### src/design/assert_macros.svh
// Assertion helpers for the RTL files.
`ifndef ASSERT_MACROS_SVH
`define ASSERT_MACROS_SVH

`ifndef SYNTHESIS

// Check a property at each rising edge, held off while reset is asserted
`define ASSERT_PROP(lbl, clk_s, rstn_s, prop, msg) \
  lbl: assert property (@(posedge clk_s) disable iff (!rstn_s) prop) else $error(msg);

// Check a property at each rising edge, reset included
`define ASSERT_ALWAYS(lbl, clk_s, prop, msg) \
  lbl: assert property (@(posedge clk_s) prop) else $error(msg);

`else

`define ASSERT_PROP(lbl, clk_s, rstn_s, prop, msg)
`define ASSERT_ALWAYS(lbl, clk_s, prop, msg)

`endif

`endif

### src/design/scpr_pkg.sv
package scpr_pkg;

  // Field widths
  localparam int unsigned TimeW = 16;
  localparam int unsigned CountW = 16;
  localparam int unsigned CircW = 12;
  localparam int unsigned CadW = 16;
  localparam int unsigned SpdW = 24;

  // Multiplier and divider sizing
  localparam int unsigned ProdW = CountW + CircW;     // circumference * wheel revs
  localparam int unsigned NineW = ProdW + 4;          // 9 * product
  localparam int unsigned CadNumW = CountW + 16;      // 61440 * crank revs
  localparam int unsigned SpdRemW = NineW - 12;       // speed numerator >> 24
  localparam int unsigned StepW = 5;                  // divider step counter

  // Register file
  localparam int unsigned AddrW = 3;
  localparam int unsigned DataW = 32;
  localparam logic [0:0] RegCirc = 1'b0;
  localparam logic [CircW-1:0] CircReset = 12'd2000;

  // Reset values of the previous page
  localparam logic [TimeW-1:0] PrevTimeReset = '0;
  localparam logic [CountW-1:0] PrevCountReset = 16'd1;

  // Saturation limits
  localparam logic [CadW-1:0] CadMax = '1;
  localparam logic [SpdW-1:0] SpdMax = '1;

  // Sequencer states
  typedef enum logic [4:0] {
    ST_IDLE = 5'b00001,
    ST_MUL  = 5'b00010,
    ST_PREP = 5'b00100,
    ST_DIV  = 5'b01000,
    ST_HOLD = 5'b10000
  } state_t;

endpackage

### src/design/speed_cadence_page_rate.sv
// Speed and cadence page rate.
// Input channel (in_valid / in_ready): one beat is one received sensor page with
// crank event time, crank revolutions, wheel event time and wheel revolutions.
// Result channel (out_valid / out_ready): one beat per page with rates_valid,
// crank_rpm, speed_tenths and overflow_or_zero_time.
// A page whose crank or wheel revolution count did not move gives an all-zero
// result through the hold state and the output register, and the stored page is
// kept; the next page is taken only once that result is in the output register.
// Any other page runs a bit-serial multiplier (one circumference bit per cycle)
// and two restoring dividers side by side (one quotient bit per cycle), then
// passes the hold state into the output register; no new page is taken until
// its result is there. A finished result sits in the output register; the block
// takes the next page while it waits, and stalls only when a second result is
// done before the first has been taken. Wheel circumference is written over the
// APB port at address 0; the user must write it only while the block is idle,
// as the block itself does not enforce this.
// Reset (rst_n low, synchronous) clears the stored page to times 0 and counts 1,
// sets circumference to 2000 and empties the output register.
module speed_cadence_page_rate
  import scpr_pkg::*;
(
  input  logic              clk,
  input  logic              rst_n,
  // Page input
  input  logic              in_valid,
  output logic              in_ready,
  input  logic [TimeW-1:0]  in_cadence_event_time,
  input  logic [CountW-1:0] in_cadence_revolutions,
  input  logic [TimeW-1:0]  in_speed_event_time,
  input  logic [CountW-1:0] in_speed_revolutions,
  // Result output
  output logic              out_valid,
  input  logic              out_ready,
  output logic              out_rates_valid,
  output logic [CadW-1:0]   out_crank_rpm,
  output logic [SpdW-1:0]   out_speed_tenths,
  output logic              out_overflow_or_zero_time,
  // Register port
  input  logic              psel,
  input  logic              penable,
  input  logic              pwrite,
  input  logic [AddrW-1:0]  paddr,
  input  logic [DataW-1:0]  pwdata,
  output logic [DataW-1:0]  prdata,
  output logic              pready
);

  `include "assert_macros.svh"

  // Control state
  state_t              state_r, state_nxt;
  logic [StepW-1:0]    cnt_r, cnt_nxt;
  logic                out_valid_r, out_valid_nxt;
  logic [CircW-1:0]    circ_r, circ_nxt;
  logic [TimeW-1:0]    prev_ct_r, prev_ct_nxt;
  logic [CountW-1:0]   prev_cn_r, prev_cn_nxt;
  logic [TimeW-1:0]    prev_st_r, prev_st_nxt;
  logic [CountW-1:0]   prev_sn_r, prev_sn_nxt;

  // Datapath
  logic                vld_r, vld_nxt;
  logic [TimeW-1:0]    dct_r, dct_nxt;
  logic [TimeW-1:0]    dst_r, dst_nxt;
  logic [CountW-1:0]   dsn_r, dsn_nxt;
  logic [CadNumW-1:0]  ncad_r, ncad_nxt;
  logic [CircW-1:0]    mc_r, mc_nxt;
  logic [ProdW-1:0]    acc_r, acc_nxt;
  logic [CadW-1:0]     rem_c_r, rem_c_nxt;
  logic [CadW-1:0]     qn_c_r, qn_c_nxt;
  logic [SpdRemW-1:0]  rem_s_r, rem_s_nxt;
  logic [SpdW-1:0]     qn_s_r, qn_s_nxt;
  logic                ovf_c_r, ovf_c_nxt;
  logic                ovf_s_r, ovf_s_nxt;
  logic                res_vld_r, res_vld_nxt;
  logic [CadW-1:0]     res_cad_r, res_cad_nxt;
  logic [SpdW-1:0]     res_spd_r, res_spd_nxt;
  logic                res_flag_r, res_flag_nxt;

  // Combinational helpers
  logic                in_beat;
  logic                cfg_wr;
  logic [TimeW-1:0]    dct_in, dst_in;
  logic [CountW-1:0]   dcn_in, dsn_in;
  logic                page_ok;
  logic [NineW-1:0]    ninep;
  logic [CadW:0]       t_c, d_c;
  logic [CadW:0]       t_s, d_s;
  logic                ge_c, ge_s;

  assign in_ready = (state_r == ST_IDLE);
  assign in_beat = in_valid && in_ready;
  assign pready = 1'b1;
  assign cfg_wr = psel && penable && pwrite && (paddr[2] == RegCirc);
  assign prdata = (paddr[2] == RegCirc) ? {{(DataW-CircW){1'b0}}, circ_r} : '0;

  assign out_valid = out_valid_r;
  assign out_rates_valid = res_vld_r;
  assign out_crank_rpm = res_cad_r;
  assign out_speed_tenths = res_spd_r;
  assign out_overflow_or_zero_time = res_flag_r;

  // Wrapping differences against the stored page
  assign dct_in = in_cadence_event_time - prev_ct_r;
  assign dcn_in = in_cadence_revolutions - prev_cn_r;
  assign dst_in = in_speed_event_time - prev_st_r;
  assign dsn_in = in_speed_revolutions - prev_sn_r;
  assign page_ok = (dcn_in != '0) && (dsn_in != '0);

  // Speed numerator is 36864 * product = (9 * product) << 12
  assign ninep = {1'b0, acc_r, 3'b000} + {4'b0000, acc_r};

  // Restoring divider steps, one quotient bit each
  assign t_c = {rem_c_r, qn_c_r[CadW-1]};
  assign d_c = t_c - {1'b0, dct_r};
  assign ge_c = (t_c >= {1'b0, dct_r});
  assign t_s = {rem_s_r[TimeW-1:0], qn_s_r[SpdW-1]};
  assign d_s = t_s - {1'b0, dst_r};
  assign ge_s = (t_s >= {1'b0, dst_r});

  // Sequencer and datapath next values
  always_comb begin
    state_nxt = state_r;
    cnt_nxt = cnt_r;
    out_valid_nxt = out_valid_r;
    circ_nxt = circ_r;
    prev_ct_nxt = prev_ct_r;
    prev_cn_nxt = prev_cn_r;
    prev_st_nxt = prev_st_r;
    prev_sn_nxt = prev_sn_r;
    vld_nxt = vld_r;
    dct_nxt = dct_r;
    dst_nxt = dst_r;
    dsn_nxt = dsn_r;
    ncad_nxt = ncad_r;
    mc_nxt = mc_r;
    acc_nxt = acc_r;
    rem_c_nxt = rem_c_r;
    qn_c_nxt = qn_c_r;
    rem_s_nxt = rem_s_r;
    qn_s_nxt = qn_s_r;
    ovf_c_nxt = ovf_c_r;
    ovf_s_nxt = ovf_s_r;
    res_vld_nxt = res_vld_r;
    res_cad_nxt = res_cad_r;
    res_spd_nxt = res_spd_r;
    res_flag_nxt = res_flag_r;

    // Drop the output beat once taken
    if (out_valid_r && out_ready) begin
      out_valid_nxt = 1'b0;
    end

    if (cfg_wr) begin
      circ_nxt = pwdata[CircW-1:0];
    end

    case (state_r)
      ST_IDLE: begin
        if (in_beat) begin
          vld_nxt = page_ok;
          dct_nxt = dct_in;
          dst_nxt = dst_in;
          dsn_nxt = dsn_in;
          // 61440 * n = (n << 16) - (n << 12)
          ncad_nxt = {dcn_in, 16'h0000} - {4'h0, dcn_in, 12'h000};
          mc_nxt = circ_r;
          acc_nxt = '0;
          cnt_nxt = '0;
          if (page_ok) begin
            prev_ct_nxt = in_cadence_event_time;
            prev_cn_nxt = in_cadence_revolutions;
            prev_st_nxt = in_speed_event_time;
            prev_sn_nxt = in_speed_revolutions;
            state_nxt = ST_MUL;
          end else begin
            state_nxt = ST_HOLD;
          end
        end
      end
      ST_MUL: begin
        // Shift-add, circumference MSB first
        acc_nxt = {acc_r[ProdW-2:0], 1'b0} +
                  (mc_r[CircW-1] ? {{CircW{1'b0}}, dsn_r} : '0);
        mc_nxt = {mc_r[CircW-2:0], 1'b0};
        cnt_nxt = cnt_r + 1'b1;
        if (cnt_r == StepW'(CircW - 1)) begin
          cnt_nxt = '0;
          state_nxt = ST_PREP;
        end
      end
      ST_PREP: begin
        // Load remainders with the numerator tops, quotient regs with the rest
        rem_c_nxt = ncad_r[CadNumW-1:CadW];
        qn_c_nxt = ncad_r[CadW-1:0];
        rem_s_nxt = ninep[NineW-1:12];
        qn_s_nxt = {ninep[11:0], 12'h000};
        state_nxt = ST_DIV;
      end
      ST_DIV: begin
        // Quotient would not fit when the numerator top already reaches the divisor
        if (cnt_r == '0) begin
          ovf_c_nxt = (rem_c_r >= dct_r);
          ovf_s_nxt = (rem_s_r >= {{(SpdRemW-TimeW){1'b0}}, dst_r});
        end
        if (cnt_r < StepW'(CadW)) begin
          rem_c_nxt = ge_c ? d_c[CadW-1:0] : t_c[CadW-1:0];
          qn_c_nxt = {qn_c_r[CadW-2:0], ge_c};
        end
        rem_s_nxt = {{(SpdRemW-TimeW){1'b0}}, (ge_s ? d_s[TimeW-1:0] : t_s[TimeW-1:0])};
        qn_s_nxt = {qn_s_r[SpdW-2:0], ge_s};
        cnt_nxt = cnt_r + 1'b1;
        if (cnt_r == StepW'(SpdW - 1)) begin
          cnt_nxt = '0;
          state_nxt = ST_HOLD;
        end
      end
      ST_HOLD: begin
        // Load the output register once it is free
        if (!out_valid_r || out_ready) begin
          out_valid_nxt = 1'b1;
          res_vld_nxt = vld_r;
          res_cad_nxt = !vld_r ? '0 : (ovf_c_r ? CadMax : qn_c_r);
          res_spd_nxt = !vld_r ? '0 : (ovf_s_r ? SpdMax : qn_s_r);
          res_flag_nxt = vld_r && (ovf_c_r || ovf_s_r);
          state_nxt = ST_IDLE;
        end
      end
      default: begin
        state_nxt = ST_IDLE;
      end
    endcase
  end

  // Control registers
  always_ff @(posedge clk) begin
    if (!rst_n) begin
      state_r <= ST_IDLE;
      cnt_r <= '0;
      out_valid_r <= 1'b0;
      circ_r <= CircReset;
      prev_ct_r <= PrevTimeReset;
      prev_cn_r <= PrevCountReset;
      prev_st_r <= PrevTimeReset;
      prev_sn_r <= PrevCountReset;
    end else begin
      state_r <= state_nxt;
      cnt_r <= cnt_nxt;
      out_valid_r <= out_valid_nxt;
      circ_r <= circ_nxt;
      prev_ct_r <= prev_ct_nxt;
      prev_cn_r <= prev_cn_nxt;
      prev_st_r <= prev_st_nxt;
      prev_sn_r <= prev_sn_nxt;
    end
  end

  // Payload registers
  always_ff @(posedge clk) begin
    vld_r <= vld_nxt;
    dct_r <= dct_nxt;
    dst_r <= dst_nxt;
    dsn_r <= dsn_nxt;
    ncad_r <= ncad_nxt;
    mc_r <= mc_nxt;
    acc_r <= acc_nxt;
    rem_c_r <= rem_c_nxt;
    qn_c_r <= qn_c_nxt;
    rem_s_r <= rem_s_nxt;
    qn_s_r <= qn_s_nxt;
    ovf_c_r <= ovf_c_nxt;
    ovf_s_r <= ovf_s_nxt;
    res_vld_r <= res_vld_nxt;
    res_cad_r <= res_cad_nxt;
    res_spd_r <= res_spd_nxt;
    res_flag_r <= res_flag_nxt;
  end

  // Checks
  `ASSERT_PROP(a_page_held, clk, rst_n, !in_beat |=> $stable(prev_cn_r) && $stable(prev_sn_r), "stored page moved without an input beat")
  `ASSERT_PROP(a_idle_result_zero, clk, rst_n, out_valid_r && !res_vld_r |-> res_cad_r == '0 && res_spd_r == '0 && !res_flag_r, "unmoved page gave nonzero result")
  `ASSERT_PROP(a_div_count, clk, rst_n, state_r == ST_DIV |-> cnt_r < StepW'(SpdW), "divider ran past its last step")
  `ASSERT_PROP(a_zero_time_sat, clk, rst_n, state_r == ST_HOLD && vld_r && dst_r == '0 |-> ovf_s_r, "zero wheel time did not saturate")
  `ASSERT_PROP(a_no_overwrite, clk, rst_n, out_valid_r && !out_ready |=> out_valid_r && $stable(res_spd_r), "waiting result was overwritten")

endmodule

### config.mk
export PLATFORM = sky130hd
export DESIGN_NAME = speed_cadence_page_rate
export DESIGN_NICKNAME = d
export VERILOG_FILES = /design/src/design/scpr_pkg.sv /design/src/design/speed_cadence_page_rate.sv
export VERILOG_INCLUDE_DIRS = /design/src /design/src/design
export SDC_FILE = /design/constraint.sdc
export NUM_CORES = 1
export LEC_CHECK = 0
export BUFFER_PORTS_ARGS = -buffer_cell sky130_fd_sc_hd__buf_2
export CORE_MARGIN = 4
export CORE_UTILIZATION = 55
export CTS_CLUSTER_SIZE = 20
export DETAILED_ROUTE_END_ITERATION = 7
export PLACE_DENSITY = 0.77
export SETUP_SLACK_MARGIN = 0.4
export SLEW_MARGIN = 15
export SYNTH_ARGS = -nofsm -noshare
export SYNTH_HDL_FRONTEND = slang
export SYNTH_SLANG_ARGS = --single-unit
### constraint.sdc
create_clock -name clk -period 4.5 [get_ports clk]
set_input_delay 0.225 -clock clk [delete_from_list [all_inputs] [get_ports clk]]
set_output_delay 0.225 -clock clk [all_outputs]
set_load 0.02 [all_outputs]
==> PnR_summary.wiki <==
{| class="wikitable"
! Metric !! Value
|-
| Pin count of the biggest net entering global routing || 88
|-
| Cell area after synthesis || 21,300 um^2
|-
| Adder-cell area share of the yosys netlist || 11.3%
|-
| Residual antenna-violating net count after detailed routing || 0
|-
| Aggregate negative setup slack || 0 ns
|-
| Total I/O pin count || 183
|-
| WL per Instance || 16.5 um
|-
| Max-slew violation count || 0
|-
| Effective utilization at floorplan || 56.2%
|-
| Cts bufs inserted || 37
|-
| Residual DRC || 0
|-
| Peak supply drop || 333 uV
|-
| Vias/cell || 5.68
|-
| Number of rows in the core area || 71
|-
| Net load switching power || 2.93 mW
|-
| Part of the total power dissipated in the clock network || 34.7%
|-
| Min Tclk post-route || 4.04 ns
|-
| Violation count after the first detailed-route iteration || 1,118
|-
| Proportion of synthesized chip area in sequential cells || 40.4%
|-
| Area growth from synthesis to layout || 15.6%
|-
| Worst slew pin tran || 1.11 ns
|-
| Die boundary width || 205 um
|-
| Data required time of the critical path || 4.80 ns
|-
| Worst clock skew || 0.0218 ns
|-
| Biggest fanout along the worst timing path || 4
|-
| Proportion of synthesized flip-flops having asynchronous set or reset || 0%
|-
| Data arrival time at the worst-slack endpoint || 4.34 ns
|-
| Count of buffers from port buffering || 139
|-
| Count of unique library cells instantiated by Yosys || 97
|-
| Clock slew at the register clock pins of the worst setup and hold paths || 0.06 ns
|-
| Max Clk Rate || 248 MHz
|-
| Power share of the sequential group || 36.8%
|-
| Global-route congestion overflow total || 0
|-
| Commonest non-fill, non-tap cell in the layout || sky130_fd_sc_hd__nand2_1
|-
| Routability-driven placement congestion ratio || 0.926
|-
| Highest-count cells in the layout ignoring fill and taps || sky130_fd_sc_hd__nand2_1, sky130_fd_sc_hd__edfxtp_1, sky130_fd_sc_hd__ha_1, sky130_fd_sc_hd__inv_1, sky130_fd_sc_hd__buf_2
|-
| Drt first pass iters || 6
|-
| Core area || 37,900 um^2
|-
| Antenna diodes || 0
|-
| Share of the synthesized netlist area taken by xor and xnor gates || 4.37%
|-
| Fill count || 2,976
|-
| Number of setup violations in the final report || 0
|-
| Ys flop type || sky130_fd_sc_hd__edfxtp_1
|-
| Vias after detailed routing || 17.1k
|-
| P_int || 6.74 mW
|-
| Global-route wire length before repair || 82,300 um
|-
| Total of max-cap violations || 0
|-
| #FFs+latches synth || 316
|-
| Simple-gate share of the synthesized area || 18.8%
|-
| Clock root cell || sky130_fd_sc_hd__clkbuf_16
|-
| Detailed placer's ending HPWL || 36,400 um
|-
| Type of the most critical hold path || input pin to flop
|-
| Combinational group share of total power || 28.5%
|-
| Worst max-slew margin expressed relative to the limit || 25.8%
|-
| Number of clock sinks || 316
|-
| Kind of capture point of the worst setup path || flop
|-
| TritonCTS clock tree || yes
|-
| Die Ht || 205 um
|-
| Initial antenna violation count || 2
|-
| Ratio of final minimum period to clock period || 89.8%
|-
| Sw Share || 30.3%
|-
| Critical Path Start Type || flop
|-
| Mux contribution to synthesized area || 4.42%
|-
| Worst-case clock buffer depth || 3
|-
| Unrepaired setup endpoints after global routing || yes
|-
| Total wire length after detailed routing || 49,700 um
|-
| Total track usage || 23.6%
|-
| NumNets Final || 2,765
|-
| Main combinational cell family by area after synthesis || simple AND/OR/NAND/NOR gates
|-
| EDFF count, synth || 229
|-
| Pre-CTS setup slack || 0.0545 ns
|-
| Outcome || completed
|-
| Yosys warns || 0
|-
| Number of global-route vias before repair || 16.7k
|-
| Die area || 42,000 um^2
|-
| Insertion delay of the later-clocked pin in the worst-skew pair || 0.56 ns
|-
| Synth Area per Inst || 9.38 um^2
|-
| Post-route total power || 9.67 mW
|-
| Leakage power || 10.3 nW
|-
| Fin worst setup slack || 0.460 ns
|-
| H-Tree Depth || 2
|-
| Post-layout utilization of the core || 64.9%
|-
| Fin. Hold Viols || 0
|-
| Share of cells above drive strength 1 || 11.3%
|-
| Post-Syn Instances || 2,272
|-
| Critical path type || flop to flop
|-
| Power density over the cells || 392 nW/um^2
|-
| Compound-cell area share of the yosys netlist || 15.5%
|}
power groups by stage:
stage          clock network [mW]  logic (mW)  registers [mW]
4_1_cts                      3.42        2.67            3.56
2_1_floorplan                   0        2.03            3.58
6_report                     3.35        2.75            3.56
3_3_place_gp                    0        2.49            3.61
5_1_grt                      3.53        3.07            3.58
3_5_place_dp                    0        2.57            3.62
cell usage after synthesis (4+ instances only):
master / count / area, um^2
sky130_fd_sc_hd__buf_4: 21 / 158
sky130_fd_sc_hd__o311ai_0: 4 / 35.0
sky130_fd_sc_hd__nand3b_1: 11 / 82.6
sky130_fd_sc_hd__dfxtp_1: 87 / 1740
sky130_fd_sc_hd__o2111ai_1: 5 / 43.8
sky130_fd_sc_hd__clkbuf_1: 56 / 210
sky130_fd_sc_hd__o211ai_1: 14 / 105
sky130_fd_sc_hd__buf_6: 6 / 67.6
sky130_fd_sc_hd__edfxtp_1: 229 / 6880
sky130_fd_sc_hd__nor2b_1: 37 / 231
sky130_fd_sc_hd__o21ai_0: 101 / 505
sky130_fd_sc_hd__nor3_1: 58 / 290
sky130_fd_sc_hd__ha_1: 179 / 2240
sky130_fd_sc_hd__a31o_2: 6 / 52.6
sky130_fd_sc_hd__nand2b_1: 25 / 156
sky130_fd_sc_hd__nor3b_1: 10 / 75.1
sky130_fd_sc_hd__and2_1: 54 / 338
sky130_fd_sc_hd__fa_1: 8 / 160
sky130_fd_sc_hd__a21oi_1: 105 / 526
sky130_fd_sc_hd__a311oi_1: 5 / 43.8
sky130_fd_sc_hd__a21boi_0: 19 / 143
sky130_fd_sc_hd__or2_2: 11 / 68.8
sky130_fd_sc_hd__xnor2_1: 62 / 543
sky130_fd_sc_hd__o21bai_1: 13 / 97.6
sky130_fd_sc_hd__a211oi_1: 24 / 180
sky130_fd_sc_hd__nor2_1: 125 / 469
sky130_fd_sc_hd__inv_1: 167 / 627
sky130_fd_sc_hd__a211o_1: 10 / 87.6
sky130_fd_sc_hd__or4_1: 5 / 37.5
sky130_fd_sc_hd__o21a_1: 59 / 443
sky130_fd_sc_hd__xor2_1: 38 / 333
sky130_fd_sc_hd__nor4_1: 5 / 31.3
sky130_fd_sc_hd__o31ai_1: 12 / 90.1
sky130_fd_sc_hd__buf_2: 4 / 20.0
sky130_fd_sc_hd__or3_1: 33 / 206
sky130_fd_sc_hd__a31oi_1: 13 / 81.3
sky130_fd_sc_hd__a2111oi_0: 8 / 70.1
sky130_fd_sc_hd__and3_1: 19 / 119
sky130_fd_sc_hd__nand2_1: 330 / 1240
sky130_fd_sc_hd__a31o_1: 5 / 43.8
sky130_fd_sc_hd__nand3_1: 54 / 270
sky130_fd_sc_hd__mux2i_1: 93 / 931
sky130_fd_sc_hd__nand4_1: 16 / 100
sky130_fd_sc_hd__a21o_1: 42 / 315
sky130_fd_sc_hd__o21ai_1: 4 / 20.0
metrics by stage:
step           area [um^2]  hold slack, ns  std cells
6_report             24600           0.164       3011
5_1_grt              24600           0.193       3011
4_1_cts              24600           0.121       3011
3_5_place_dp         22400           0.447       2867
3_3_place_gp         22400           0.442       2867
2_1_floorplan        21400           0.349       2291
final timing paths:
kind | cells past startpoint | start | slack [ns] | end
worst max-delay path | 17 | prev_cn_r[0] | 0.46 | ncad_r[29]
worst min-delay path | 3 | out_ready | 0.16 | out_valid
worst min register to register | 2 | prev_cn_r[7] | 0.45 | prev_cn_r[7]
worst max register to register | 17 | prev_cn_r[0] | 0.46 | ncad_r[29]
flip-flops by register name, summed over array words and instances, names as in the netlist, 5 cells and up:
signal            count
acc_r                28
out_speed_tenths     24
qn_s_r               24
ncad_r               20
rem_s_r              20
dct_r                16
dsn_r                16
dst_r                16
out_crank_rpm        16
prev_cn_r            16
prev_ct_r            16
prev_sn_r            16
prev_st_r            16
qn_c_r               16
rem_c_r              16
circ_r               12
mc_r                 12
cnt_r                 5
state_r               5
cells by family (layout without fill, tap and decap cells):
kind of cell / after synthesis / after routing
multiplexers: 94 / 94
other: 2 / 21
AND/OR/NAND/NOR: 823 / 823
XOR/XNOR: 103 / 103
flip-flops: 316 / 316
buffers and inverters: 258 / 467
adder cells (fa/ha/maj): 187 / 187
AO/OA/AOI/OAI: 489 / 489
worst max-delay path, stage by stage (launching register included):
cell	delay, ns
sky130_fd_sc_hd__dfxtp_1	0.33
sky130_fd_sc_hd__ha_1	0.19
sky130_fd_sc_hd__inv_1	0.06
sky130_fd_sc_hd__fa_2	0.38
sky130_fd_sc_hd__a211oi_4	0.28
sky130_fd_sc_hd__o21ai_2	0.13
sky130_fd_sc_hd__a31oi_2	0.21
sky130_fd_sc_hd__xnor2_1	0.16
sky130_fd_sc_hd__inv_1	0.12
sky130_fd_sc_hd__ha_4	0.28
sky130_fd_sc_hd__a21oi_2	0.21
sky130_fd_sc_hd__o21ai_2	0.12
sky130_fd_sc_hd__nor2_2	0.17
sky130_fd_sc_hd__a2bb2oi_2	0.10
sky130_fd_sc_hd__a31o_2	0.30
sky130_fd_sc_hd__a211o_1	0.29
sky130_fd_sc_hd__a31o_1	0.22
sky130_fd_sc_hd__a31o_1	0.22
layout make-up:
class	count	area [um^2]	share of cell area, %
clock buffers	45	1010	4.09
clock inverters	22	354	1.44
inverters	167	627	2.54
multi-input cells	1717	11800	47.8
flip-flops and latches	316	8620	35.0
well taps	511	639	2.60
repair buffers	233	1610	6.52
per-layer routing:
metal  wire length (um)  GRT usage, %  vias to the layer above
li1                   -             -                     8497
met1              22500          32.3                     8098
met2              23300          39.6                      443
met3               2830          3.25                       73
met4               1060          6.68                        2
met5                 12             0                        -
timing repair:
item / CTS / global route
hold endpoints to repair: 76 / 0
pin swaps: 3 / 2
setup endpoints to repair: 3 / 11
resized for setup: 6 / 13
setup buffers: 1 / 0
hold buffers: 76 / 0
Note: power is estimated with default switching activity, not from simulation.
